--- config.mk ---
export PLATFORM = sky130hd
export DESIGN_NAME = serial_port_shift_engine
export DESIGN_NICKNAME = d
export VERILOG_FILES = /design/src/rtl/sps_pkg.sv /design/src/rtl/sps_apb.sv /design/src/rtl/sps_engine.sv /design/src/rtl/serial_port_shift_engine.sv
export VERILOG_INCLUDE_DIRS = /design/src /design/src/rtl
export SDC_FILE = /design/constraint.sdc
export NUM_CORES = 1
export LEC_CHECK = 0
export BUFFER_PORTS_ARGS = -buffer_cell sky130_fd_sc_hd__buf_2
export CAP_MARGIN = 10
export CORE_MARGIN = 2
export CORE_UTILIZATION = 30
export DETAILED_ROUTE_END_ITERATION = 7
export PLACE_DENSITY_LB_ADDON = 0.08
export SYNTH_ARGS = -nofsm -noshare
export SYNTH_HDL_FRONTEND = slang
export SYNTH_SLANG_ARGS = --single-unit
--- constraint.sdc ---
create_clock -name clk -period 2.6 [get_ports clk]
set_input_delay 0.52 -clock clk [delete_from_list [all_inputs] [get_ports clk]]
set_output_delay 0.52 -clock clk [all_outputs]
set_load 0.05 [all_outputs]
--- src/rtl/serial_port_shift_engine_defines.svh ---
// assertion macros shared by the serial port shift engine rtl
`ifndef SERIAL_PORT_SHIFT_ENGINE_DEFINES_SVH
`define SERIAL_PORT_SHIFT_ENGINE_DEFINES_SVH

// condition holds at every clock edge out of reset
`define SPS_ASSERT_ALWAYS(lbl, cond, msg) \
	lbl: assert property (@(posedge clk) disable iff (!arst_n) (cond)) \
		else $error(msg);

// consequence holds in the same cycle as the antecedent
`define SPS_ASSERT_IMPLY(lbl, ante, cons, msg) \
	lbl: assert property (@(posedge clk) disable iff (!arst_n) (ante) |-> (cons)) \
		else $error(msg);

// consequence holds in the cycle after the antecedent
`define SPS_ASSERT_NEXT(lbl, ante, cons, msg) \
	lbl: assert property (@(posedge clk) disable iff (!arst_n) (ante) |=> (cons)) \
		else $error(msg);

`endif

--- src/rtl/sps_pkg.sv ---
// types and constants of the serial port shift engine
`default_nettype none

package sps_pkg;

	localparam int unsigned FRAME_BITS = 10;
	localparam int unsigned CNT_W      = $clog2(FRAME_BITS + 1);
	localparam int unsigned ADDR_W     = 3;
	localparam int unsigned DATA_W     = 32;
	localparam int unsigned CTL_W      = 8;

	// register indexes
	localparam logic [ADDR_W-3:0] REG_CTRL = '0;

	// control byte bit positions
	localparam int unsigned CTL_TWOTONE = 3;
	localparam int unsigned CTL_ASYNC   = 4;
	localparam int unsigned CTL_BREAK   = 7;

	// clock mode codes and ranges
	localparam logic [2:0] MODE_EXT_RX_A = 3'd0;
	localparam logic [2:0] MODE_EXT_RX_B = 3'd4;
	localparam logic [2:0] MODE_EXT_TX_HI = 3'd1;
	localparam logic [2:0] MODE_T4_TX_LO = 3'd2;
	localparam logic [2:0] MODE_T4_TX_HI = 3'd5;
	localparam logic [2:0] MODE_T2_TX_LO = 3'd6;

	typedef enum logic [1:0] {
		OP_TICK    = 2'd0,
		OP_WRITE   = 2'd1,
		OP_CONTROL = 2'd2,
		OP_RESET   = 2'd3
	} op_t;

	typedef struct packed {
		logic [1:0] operation;
		logic [7:0] data_byte;
		logic       timer1_edge;
		logic       timer2_edge;
		logic       timer4_edge;
		logic       line_data;
		logic       line_clock;
		logic       input_irq_pending;
	} sps_in_t;

	typedef struct packed {
		logic [7:0] received_byte;
		logic       serial_out;
		logic       busy_res;
		logic       frame_error_set;
		logic       overrun_set;
		logic       rx_irq_request;
		logic       tx_irq_request;
		logic       complete_irq_request;
		logic       complete_irq_ack;
		logic       timer34_reset;
		logic [1:0] twotone_resync;
		logic       holds_timer34;
	} sps_out_t;

	// one item handed to the engine for processing
	typedef struct packed {
		logic    go;
		sps_in_t item;
	} sps_step_t;

endpackage

`default_nettype wire

--- src/rtl/sps_apb.sv ---
// apb register port holding the serial control byte
`default_nettype none

module sps_apb (
	input  wire logic                       clk,
	input  wire logic                       arst_n,
	input  wire logic                       psel,
	input  wire logic                       penable,
	input  wire logic                       pwrite,
	input  wire logic [sps_pkg::ADDR_W-1:0] paddr,
	input  wire logic [sps_pkg::DATA_W-1:0] pwdata,
	output logic      [sps_pkg::DATA_W-1:0] prdata,
	output logic                            pready,
	output logic      [sps_pkg::CTL_W-1:0]  ctl
);

	logic [sps_pkg::CTL_W-1:0] ctl_q;
	logic                      hit;

	assign hit    = (paddr[sps_pkg::ADDR_W-1:2] == sps_pkg::REG_CTRL);
	assign pready = 1'b1;
	assign ctl    = ctl_q;
	assign prdata = hit ? sps_pkg::DATA_W'(ctl_q) : '0;

	always_ff @(posedge clk or negedge arst_n) begin
		if (!arst_n) begin
			ctl_q <= '0;
		end else if (psel && penable && pwrite && hit) begin
			ctl_q <= pwdata[sps_pkg::CTL_W-1:0];
		end
	end

endmodule

`default_nettype wire

--- src/rtl/sps_engine.sv ---
// serial port state and the combinational step logic for one item
`default_nettype none
`include "serial_port_shift_engine_defines.svh"

module sps_engine (
	input  wire logic                      clk,
	input  wire logic                      arst_n,
	input  wire logic [sps_pkg::CTL_W-1:0] ctl,
	input  wire sps_pkg::sps_step_t        step,
	output sps_pkg::sps_out_t              res
);

	localparam logic [sps_pkg::CNT_W-1:0] LAST_RX = sps_pkg::CNT_W'(sps_pkg::FRAME_BITS - 1);
	localparam logic [sps_pkg::CNT_W-1:0] LAST_TX = sps_pkg::CNT_W'(sps_pkg::FRAME_BITS);
	localparam logic [sps_pkg::CNT_W-1:0] ONE     = sps_pkg::CNT_W'(1);

	logic [sps_pkg::FRAME_BITS-1:0] rx_shift_q, rx_shift_d, tx_shift_q, tx_shift_d;
	logic [sps_pkg::CNT_W-1:0]      rx_count_q, rx_count_d, tx_count_q, tx_count_d;
	logic [7:0]                     rx_byte_q, rx_byte_d, tx_hold_q, tx_hold_d;
	logic tx_full_q, tx_full_d, rx_phase_q, rx_phase_d, tx_phase_q, tx_phase_d;
	logic tx_line_q, tx_line_d, tone_q, tone_d, async_q, async_d;
	logic last_data_q, last_data_d, last_clock_q, last_clock_d, rx_busy_q, rx_busy_d;

	logic       ferr, ovr, rxirq, txirq, creq, cack, t34;
	logic [1:0] tone_acc;
	logic       rx_edge, tx_edge, tx_tmr, load;
	logic       in_fall, clk_fall, clk_rise, async_in;
	logic [2:0] mode;
	sps_pkg::sps_in_t it;

	assign it       = step.item;
	assign mode     = ctl[6:4];
	assign async_in = ctl[sps_pkg::CTL_ASYNC];
	assign in_fall  = last_data_q & ~it.line_data;
	assign clk_fall = last_clock_q & ~it.line_clock;
	assign clk_rise = ~last_clock_q & it.line_clock;

	always_comb begin
		rx_shift_d   = rx_shift_q;
		rx_count_d   = rx_count_q;
		rx_byte_d    = rx_byte_q;
		tx_hold_d    = tx_hold_q;
		tx_full_d    = tx_full_q;
		tx_shift_d   = tx_shift_q;
		tx_count_d   = tx_count_q;
		rx_phase_d   = rx_phase_q;
		tx_phase_d   = tx_phase_q;
		tx_line_d    = tx_line_q;
		tone_d       = tone_q;
		async_d      = async_q;
		last_data_d  = last_data_q;
		last_clock_d = last_clock_q;
		rx_busy_d    = rx_busy_q;
		ferr = 1'b0; ovr = 1'b0; rxirq = 1'b0; txirq = 1'b0;
		creq = 1'b0; cack = 1'b0; t34 = 1'b0;
		tone_acc = 2'b00;
		rx_edge = 1'b0; tx_edge = 1'b0; tx_tmr = 1'b0; load = 1'b0;
		if (step.go) begin
			unique case (it.operation)
				sps_pkg::OP_TICK: begin
					last_data_d  = it.line_data;
					last_clock_d = it.line_clock;
					// receive path: start-edge resync in async mode
					if (async_in && rx_count_q == '0 && in_fall) begin
						async_d    = 1'b1;
						rx_phase_d = 1'b1;
						t34        = 1'b1;
					end
					if (mode == sps_pkg::MODE_EXT_RX_A || mode == sps_pkg::MODE_EXT_RX_B) begin
						rx_edge = clk_fall;
					end else if (it.timer4_edge && (!async_in || async_d)) begin
						rx_phase_d = ~rx_phase_d;
						rx_edge    = ~rx_phase_d;
					end
					if (rx_edge) begin
						if (rx_count_q == '0) begin
							if (!it.line_data) begin
								rx_shift_d = '0;
								rx_count_d = ONE;
								rx_busy_d  = 1'b1;
							end
						end else begin
							rx_shift_d[rx_count_q] = it.line_data;
							if (rx_count_q == LAST_RX) begin
								// stop bit sampled: frame done
								rx_byte_d  = rx_shift_d[8:1];
								ferr       = ~it.line_data;
								rx_shift_d = '0;
								rx_count_d = '0;
								async_d    = 1'b0;
								rx_busy_d  = 1'b0;
								rxirq      = 1'b1;
								ovr        = it.input_irq_pending;
								if (async_in) begin
									t34 = 1'b1;
								end
							end else begin
								rx_count_d = rx_count_q + ONE;
							end
						end
						if (async_in && rx_count_d == '0) begin
							async_d = 1'b0;
							t34     = 1'b1;
						end
					end
					// transmit path
					if (mode >= sps_pkg::MODE_T4_TX_LO && mode <= sps_pkg::MODE_T4_TX_HI) begin
						tx_tmr = it.timer4_edge;
					end else if (mode >= sps_pkg::MODE_T2_TX_LO) begin
						tx_tmr = it.timer2_edge;
					end
					if (mode <= sps_pkg::MODE_EXT_TX_HI) begin
						tx_edge = clk_rise;
						if (clk_fall) begin
							tx_phase_d = 1'b0;
						end
						if (clk_rise) begin
							tx_phase_d = 1'b1;
						end
					end
					if (tx_tmr) begin
						tx_phase_d = ~tx_phase_d;
						tx_edge    = tx_phase_d;
					end
					if (tx_edge) begin
						if (tx_count_q == '0) begin
							load = tx_full_q;
						end else if (tx_count_q < LAST_TX) begin
							tx_line_d  = tx_shift_q[tx_count_q];
							tx_count_d = tx_count_q + ONE;
						end else begin
							tx_shift_d = '0;
							tx_count_d = '0;
							load       = tx_full_q;
							creq       = ~tx_full_q;
						end
						if (load) begin
							tx_shift_d = {1'b1, tx_hold_q, 1'b0};
							tx_count_d = ONE;
							tx_hold_d  = '0;
							tx_full_d  = 1'b0;
							tx_line_d  = 1'b0;
							cack       = 1'b1;
							txirq      = 1'b1;
						end
					end
					// two-tone generator
					if (ctl[sps_pkg::CTL_TWOTONE]) begin
						tone_acc = {it.timer2_edge,
							it.timer1_edge & tx_line_d & ~ctl[sps_pkg::CTL_BREAK]};
						if (tone_acc != 2'b00) begin
							tone_d = ~tone_q;
						end
					end
				end
				sps_pkg::OP_WRITE: begin
					if (ctl[1:0] != 2'b00) begin
						tx_hold_d = it.data_byte;
						tx_full_d = 1'b1;
					end
				end
				sps_pkg::OP_CONTROL: begin
					if (mode == sps_pkg::MODE_EXT_RX_A) begin
						rx_phase_d   = 1'b0;
						tx_phase_d   = 1'b0;
						last_clock_d = it.line_clock;
					end
					if (!ctl[sps_pkg::CTL_TWOTONE]) begin
						tone_d = 1'b0;
					end
					if (async_in && rx_count_q == '0) begin
						async_d = 1'b0;
						t34     = 1'b1;
					end else begin
						async_d = async_in;
					end
				end
				sps_pkg::OP_RESET: begin
					rx_shift_d = '0;
					rx_count_d = '0;
					tx_hold_d  = '0;
					tx_full_d  = 1'b0;
					tx_shift_d = '0;
					tx_count_d = '0;
					rx_phase_d = 1'b0;
					tx_phase_d = 1'b0;
					async_d    = 1'b0;
					rx_busy_d  = 1'b0;
					creq       = 1'b1;
				end
				default: begin
				end
			endcase
		end
	end

	always_comb begin
		res.received_byte        = rx_byte_d;
		res.serial_out           = ctl[sps_pkg::CTL_TWOTONE] ? tone_d :
			(ctl[sps_pkg::CTL_BREAK] ? 1'b0 : tx_line_d);
		res.busy_res             = rx_busy_d;
		res.frame_error_set      = ferr;
		res.overrun_set          = ovr;
		res.rx_irq_request       = rxirq;
		res.tx_irq_request       = txirq;
		res.complete_irq_request = creq;
		res.complete_irq_ack     = cack;
		res.timer34_reset        = t34;
		res.twotone_resync       = tone_acc;
		res.holds_timer34        = async_in & ~async_d;
	end

	always_ff @(posedge clk or negedge arst_n) begin
		if (!arst_n) begin
			rx_shift_q   <= '0;
			rx_count_q   <= '0;
			rx_byte_q    <= '1;
			tx_hold_q    <= '0;
			tx_full_q    <= 1'b0;
			tx_shift_q   <= '0;
			tx_count_q   <= '0;
			rx_phase_q   <= 1'b0;
			tx_phase_q   <= 1'b0;
			tx_line_q    <= 1'b1;
			tone_q       <= 1'b0;
			async_q      <= 1'b0;
			last_data_q  <= 1'b1;
			last_clock_q <= 1'b1;
			rx_busy_q    <= 1'b0;
		end else if (step.go) begin
			rx_shift_q   <= rx_shift_d;
			rx_count_q   <= rx_count_d;
			rx_byte_q    <= rx_byte_d;
			tx_hold_q    <= tx_hold_d;
			tx_full_q    <= tx_full_d;
			tx_shift_q   <= tx_shift_d;
			tx_count_q   <= tx_count_d;
			rx_phase_q   <= rx_phase_d;
			tx_phase_q   <= tx_phase_d;
			tx_line_q    <= tx_line_d;
			tone_q       <= tone_d;
			async_q      <= async_d;
			last_data_q  <= last_data_d;
			last_clock_q <= last_clock_d;
			rx_busy_q    <= rx_busy_d;
		end
	end

	`SPS_ASSERT_ALWAYS(a_rx_count_range, rx_count_q <= LAST_RX, "receive bit count out of range")
	`SPS_ASSERT_ALWAYS(a_tx_count_range, tx_count_q <= LAST_TX, "transmit bit count out of range")
	`SPS_ASSERT_ALWAYS(a_busy_match, rx_busy_q == (rx_count_q != '0), "busy flag disagrees with count")

endmodule

`default_nettype wire

--- src/rtl/serial_port_shift_engine.sv ---
// serial port shift engine top level: item pipeline and register port
//
// one input channel (in_valid, in_stall, in_data) carries items: a tick with
// timer edges and line levels, a transmit byte write, a control change or a
// serial reset. one output channel (out_valid, out_stall, out_data) returns
// exactly one result item per input item, in order.
// an accepted item is held in the input register until it can advance; the
// step logic then updates the port state and the result is loaded into the
// output register, which drives out_valid.
// throughput is one item per cycle while results are taken; the state
// update is a single pass of logic between the input and result registers.
// when the receiver stalls, a held result keeps the input register full and
// in_stall is raised until the result is taken; nothing is dropped.
// the control byte is written through the apb port at byte address 0 and
// should only change while no item is in flight.
// asynchronous reset clears the pipeline and returns the port to its idle
// state: line high, received byte all ones, no interrupt requested.
`default_nettype none
`include "serial_port_shift_engine_defines.svh"

module serial_port_shift_engine (
	input  wire logic                       clk,
	input  wire logic                       arst_n,
	input  wire logic                       in_valid,
	output logic                            in_stall,
	input  wire sps_pkg::sps_in_t           in_data,
	output logic                            out_valid,
	input  wire logic                       out_stall,
	output sps_pkg::sps_out_t               out_data,
	input  wire logic                       psel,
	input  wire logic                       penable,
	input  wire logic                       pwrite,
	input  wire logic [sps_pkg::ADDR_W-1:0] paddr,
	input  wire logic [sps_pkg::DATA_W-1:0] pwdata,
	output logic      [sps_pkg::DATA_W-1:0] prdata,
	output logic                            pready
);

	logic                      vld_s1;
	sps_pkg::sps_in_t          item_s1;
	logic                      out_vld_q;
	sps_pkg::sps_out_t         out_q;
	logic                      advance;
	logic                      accept;
	logic [sps_pkg::CTL_W-1:0] ctl;
	sps_pkg::sps_step_t        step;
	sps_pkg::sps_out_t         res;

	assign advance   = vld_s1 && (!out_vld_q || !out_stall);
	assign in_stall  = vld_s1 && !advance;
	assign accept    = in_valid && !in_stall;
	assign out_valid = out_vld_q;
	assign out_data  = out_q;
	assign step.go   = advance;
	assign step.item = item_s1;

	sps_apb u_apb (
		.clk     (clk),
		.arst_n  (arst_n),
		.psel    (psel),
		.penable (penable),
		.pwrite  (pwrite),
		.paddr   (paddr),
		.pwdata  (pwdata),
		.prdata  (prdata),
		.pready  (pready),
		.ctl     (ctl)
	);

	sps_engine u_engine (
		.clk    (clk),
		.arst_n (arst_n),
		.ctl    (ctl),
		.step   (step),
		.res    (res)
	);

	always_ff @(posedge clk or negedge arst_n) begin
		if (!arst_n) begin
			vld_s1 <= 1'b0;
		end else if (accept) begin
			vld_s1 <= 1'b1;
		end else if (advance) begin
			vld_s1 <= 1'b0;
		end
	end

	always_ff @(posedge clk) begin
		if (accept) begin
			item_s1 <= in_data;
		end
	end

	always_ff @(posedge clk or negedge arst_n) begin
		if (!arst_n) begin
			out_vld_q <= 1'b0;
		end else if (advance) begin
			out_vld_q <= 1'b1;
		end else if (!out_stall) begin
			out_vld_q <= 1'b0;
		end
	end

	always_ff @(posedge clk) begin
		if (advance) begin
			out_q <= res;
		end
	end

	`SPS_ASSERT_IMPLY(a_stall_needs_item, in_stall, vld_s1, "input stalled with empty stage")
	`SPS_ASSERT_NEXT(a_advance_gives_result, advance, out_vld_q, "processed item gave no result")
	`SPS_ASSERT_NEXT(a_taken_result_clears, out_vld_q && !out_stall && !vld_s1, !out_vld_q, "taken result shown again")

endmodule

`default_nettype wire
==> flow_metrics.py <==
metrics = {
    "sta": {
        "period_share": 1.013,
        "finalClockSkew_ns": 0.006732,
        "min_period_ns": 2.634,
        "drv_slew": 0,
        "rsz0062_at_grt": "yes",
        "tightest_slew_ns": 0.5503,
        "finalSetupViolCount": 10,
        "hold_viol_final": 0,
        "max-slew-margin-rel": 0.6322,
        "max_freq_mhz": 379.7,
        "setup_ws_ns": -0.03399,
    },
    "route": {
        "vias": 3507,
        "vias_per_cell": 4.621,
        "drtIter0Drc": 117,
        "first_pass_iters": 4,
        "antenna_left": 0,
        "drc": 0,
        "drt-total-wl_mm": 11.05,
        "wl_per_cell_um": 14.56,
    },
    "synthesis": {
        "synth_edf_count": 35,
        "avgSynthCellArea_um2": 10.72,
        "synth.distinct_cells": 64,
        "synthTopCellsByArea": "dfrtp_1 25%, edfxtp_1 21%, dfstp_2 5.9%, mux2_2 4.1%, mux2i_1 4.1%",
        "syn_area_mm2": 0.004921,
        "synthTopCellsByCount": "52 x nand2_1, 49 x dfrtp_1, 35 x edfxtp_1, 26 x buf_4, 25 x inv_1",
        "ys_dominant_reg_cell": "dfrtp_1",
        "netlist_instances": 459,
        "yosysSeqAreaShare": 0.5215,
        "yosys.cell_count.top_type": "nand2_1",
        "ys_ff_latch": 95,
        "ys.warnings.count": 0,
        "yosysTopAreaCell": "dfrtp_1",
        "synth_top_area_share": 0.2492,
        "async_flop_share": 0.6316,
    },
    "place": {
        "io_buffers": 61,
        "placed_cell_area_mm2": 0.005503,
        "place_hpwl_mm": 7.695,
        "gp_congestion": 0.7878,
        "dp.cells": 739,
    },
    "floorplan": {
        "fp.dieH_um": 132.1,
        "io_pins": 113,
        "coreArea_mm2": 0.01594,
        "initial_utilization": 0.3087,
        "die_area_mm2": 0.01744,
        "fp.dieW_um": 132.1,
        "row_count": 46,
    },
    "critical_path": {
        "slowest_delay_ns": 0.57,
        "critPathMostFrequentCell": "or4_4",
        "path_cells": "or4_4 > nor2_4 > nand3_2 > nand2b_1 > ha_2 > a21oi_4 > or4_4 > buf_12 > nand2_2 > o21ai_2 > mux2_2",
        "required_ns": 2.88,
        "cp_max_fo": 18,
        "start_kind": "register",
        "slowest_stage": "or4_4",
        "path_class": "register to register",
        "crit_path_end_kind": "register",
        "cp_data_arrival_time_ns": 2.91,
    },
    "global_routing": {
        "grt_pass1_vias": 3501,
        "grt_pass1_wl_mm": 18.23,
        "antenna_found_initial": 0,
        "gr-total-overflow": 0,
        "track_usage": 0.1314,
        "grt_max_degree": 33,
    },
    "cells_and_area": {
        "register_area_mm2": 0.002566,
        "finalNetCount": 603,
        "stdcell_area_mm2": 0.006005,
        "fillCellCount": 1599,
        "multi_input_area_mm2": 0.002200,
        "num_antenna_cells": 0,
        "syn2layout_area_growth_pct": 22.02,
        "drive_gt1_frac": 0.3407,
        "final_cells": 759,
    },
    "outcome": {
        "status": "finished, violations left",
        "failed_checks": "negative setup slack",
    },
    "worst_hold_path": {
        "hp-class": "input pin to async pin",
    },
    "clocking": {
        "clk_pin_slew_ns": 0.07,
        "root_buffer": "clkbuf_16",
        "clock_latency_ns": 0.35,
        "clock_path_buffers": 2,
        "cts_tree": "yes",
        "cts_made_buffers": 9,
        "cts.htree.levels": 3,
        "cts_sinks": 95,
        "ctsHoldBuffers": 0,
    },
    "pwr": {
        "power_mw": 5.078,
        "leakage_nw": 2.555,
        "power_density_mw_per_mm2": 845.7,
        "vdd_drop_max_mv": 0.3780,
    },
    "flow_run": {
        "cap_viol_max_count": 0,
    },
}
## cell type report
cell class                      count  area share
Clock inverter                      7     0.01250
Inverter                           25     0.01563
Clock buffer                        9     0.03751
Tap cell                          216     0.04501
Sequential cell                    95      0.4274
Timing Repair Buffer               93     0.09564
Multi-Input combinational cell    314      0.3663
## sequential cells by signal, summed over array words and instances (netlist names)
name and flops:
item_s1 16, u_engine.tx_hold_q 8, u_engine.last_clock_q 1, u_engine.tx_shift_q 9
u_engine.tx_line_q 1, u_engine.tx_count_q 4, u_engine.rx_shift_q 8, u_engine.rx_count_q 4
u_apb.ctl 8, u_engine.tx_phase_q 1, vld_s1 1, out_data 19
u_engine.rx_phase_q 1, u_engine.async_q 1, u_engine.rx_byte_q 8, u_engine.last_data_q 1
u_engine.tx_full_q 1, u_engine.tone_q 1, u_engine.rx_busy_q 1, out_valid 1
## placed cells by master (no fill, tap or decap), types with 3 or more instances in the layout
cell type  synthesis  layout
o31ai_2            0       4
nand3_1           11       9
and3_1             4       4
o21ai_0           17      16
dfstp_2           11      11
dfrtp_1           49      49
o21ai_1           12      12
mux2i_1           20      20
conb_1             2      25
nor3b_1            3       3
mux2_4             1       5
xnor2_1            3       3
inv_1             25      25
edfxtp_1          35      35
a31oi_1            6       5
nor3_1             8       8
o21ai_2            8       9
ha_1               7       6
clkbuf_16          0       9
o31ai_4            0       3
mux2_2            18      14
buf_2              4      61
nand2_2            8      11
buf_4             26      29
nand2_1           52      49
nor2b_1           10      10
nand2b_1           7       7
inv_8              0       3
a21oi_1            9       7
a22o_1             3       3
nor2_1            23      22
o31ai_1           13       6
## layer usage
layer | vias to the layer above | track usage | routed length, µm
li1 | 1739 | - | -
met1 | 1673 | 0.1725 | 5242
met2 | 84 | 0.2147 | 5228
met3 | 11 | 0.02422 | 430
met4 | 0 | 0.05254 | 147
met5 | - | 0 | 0
## timing repair
action                     in CTS  in global routing
gates resized for setup         7                 25
setup endpoints to repair      20                 24
pin swaps                       1                  2
setup buffers                   2                  2
cloned                          0                  0
## critical path: cells and delay by family, from the launching register on
family          cells  cell delay (ns)
compound gates      2             0.12
fa+ha+maj           1             0.20
buf+inv             1             0.18
flops               1             0.39
mux                 1             0.27
simple gates        6             1.39
## power by group
group	switching (mW)	internal [mW]	total (mW)
Sequential	0.184	1.78	1.97
Combinational	1.09	0.677	1.77
Clock	0.658	0.685	1.34
Total	1.93	3.14	5.08
## cell families after synthesis
family | synth area share
AOI/OAI and AO/OA | 0.1320
xor gates and xnor gates | 0.007121
adders and majority gates | 0.01780
and+or+nand+nor | 0.1495
muxes | 0.08721
buffers and inverters | 0.08340
DFF | 0.5215
other | 0.001526
## final timing paths
path                                         from                      to  slack (ns)  cells after the start
min reg2reg                u_engine.rx_shift_q[7]  u_engine.rx_shift_q[7]        0.48                      2
max in group asynchronous                  arst_n      u_engine.tx_line_q        2.04                      2
max                        u_engine.rx_count_q[0]   u_engine.rx_byte_q[7]       -0.03                     11
min                                        arst_n  u_engine.rx_shift_q[6]        0.20                      2
min in group clk                       in_data[9]              item_s1[9]        0.34                      1
max reg2reg                u_engine.rx_count_q[0]   u_engine.rx_byte_q[7]       -0.03                     11
## per-stage QoR
step / worst slack [ns] / hold slack (ns) / TNS [ns] / util
2_1_floorplan: -0.1289 / 0.2244 / -1.455 / -
4_1_cts: -0.04790 / 0.2024 / -0.3471 / 0.3678
3_3_place_gp: -0.1412 / 0.4604 / -1.652 / 0.3452
6_report: -0.03399 / 0.1994 / -0.2777 / 0.3766
5_1_grt: -0.1569 / 0.2255 / -2.102 / 0.3766
3_5_place_dp: -0.1555 / 0.4659 / -1.891 / 0.3452
Power figures use the tool's default switching activity.
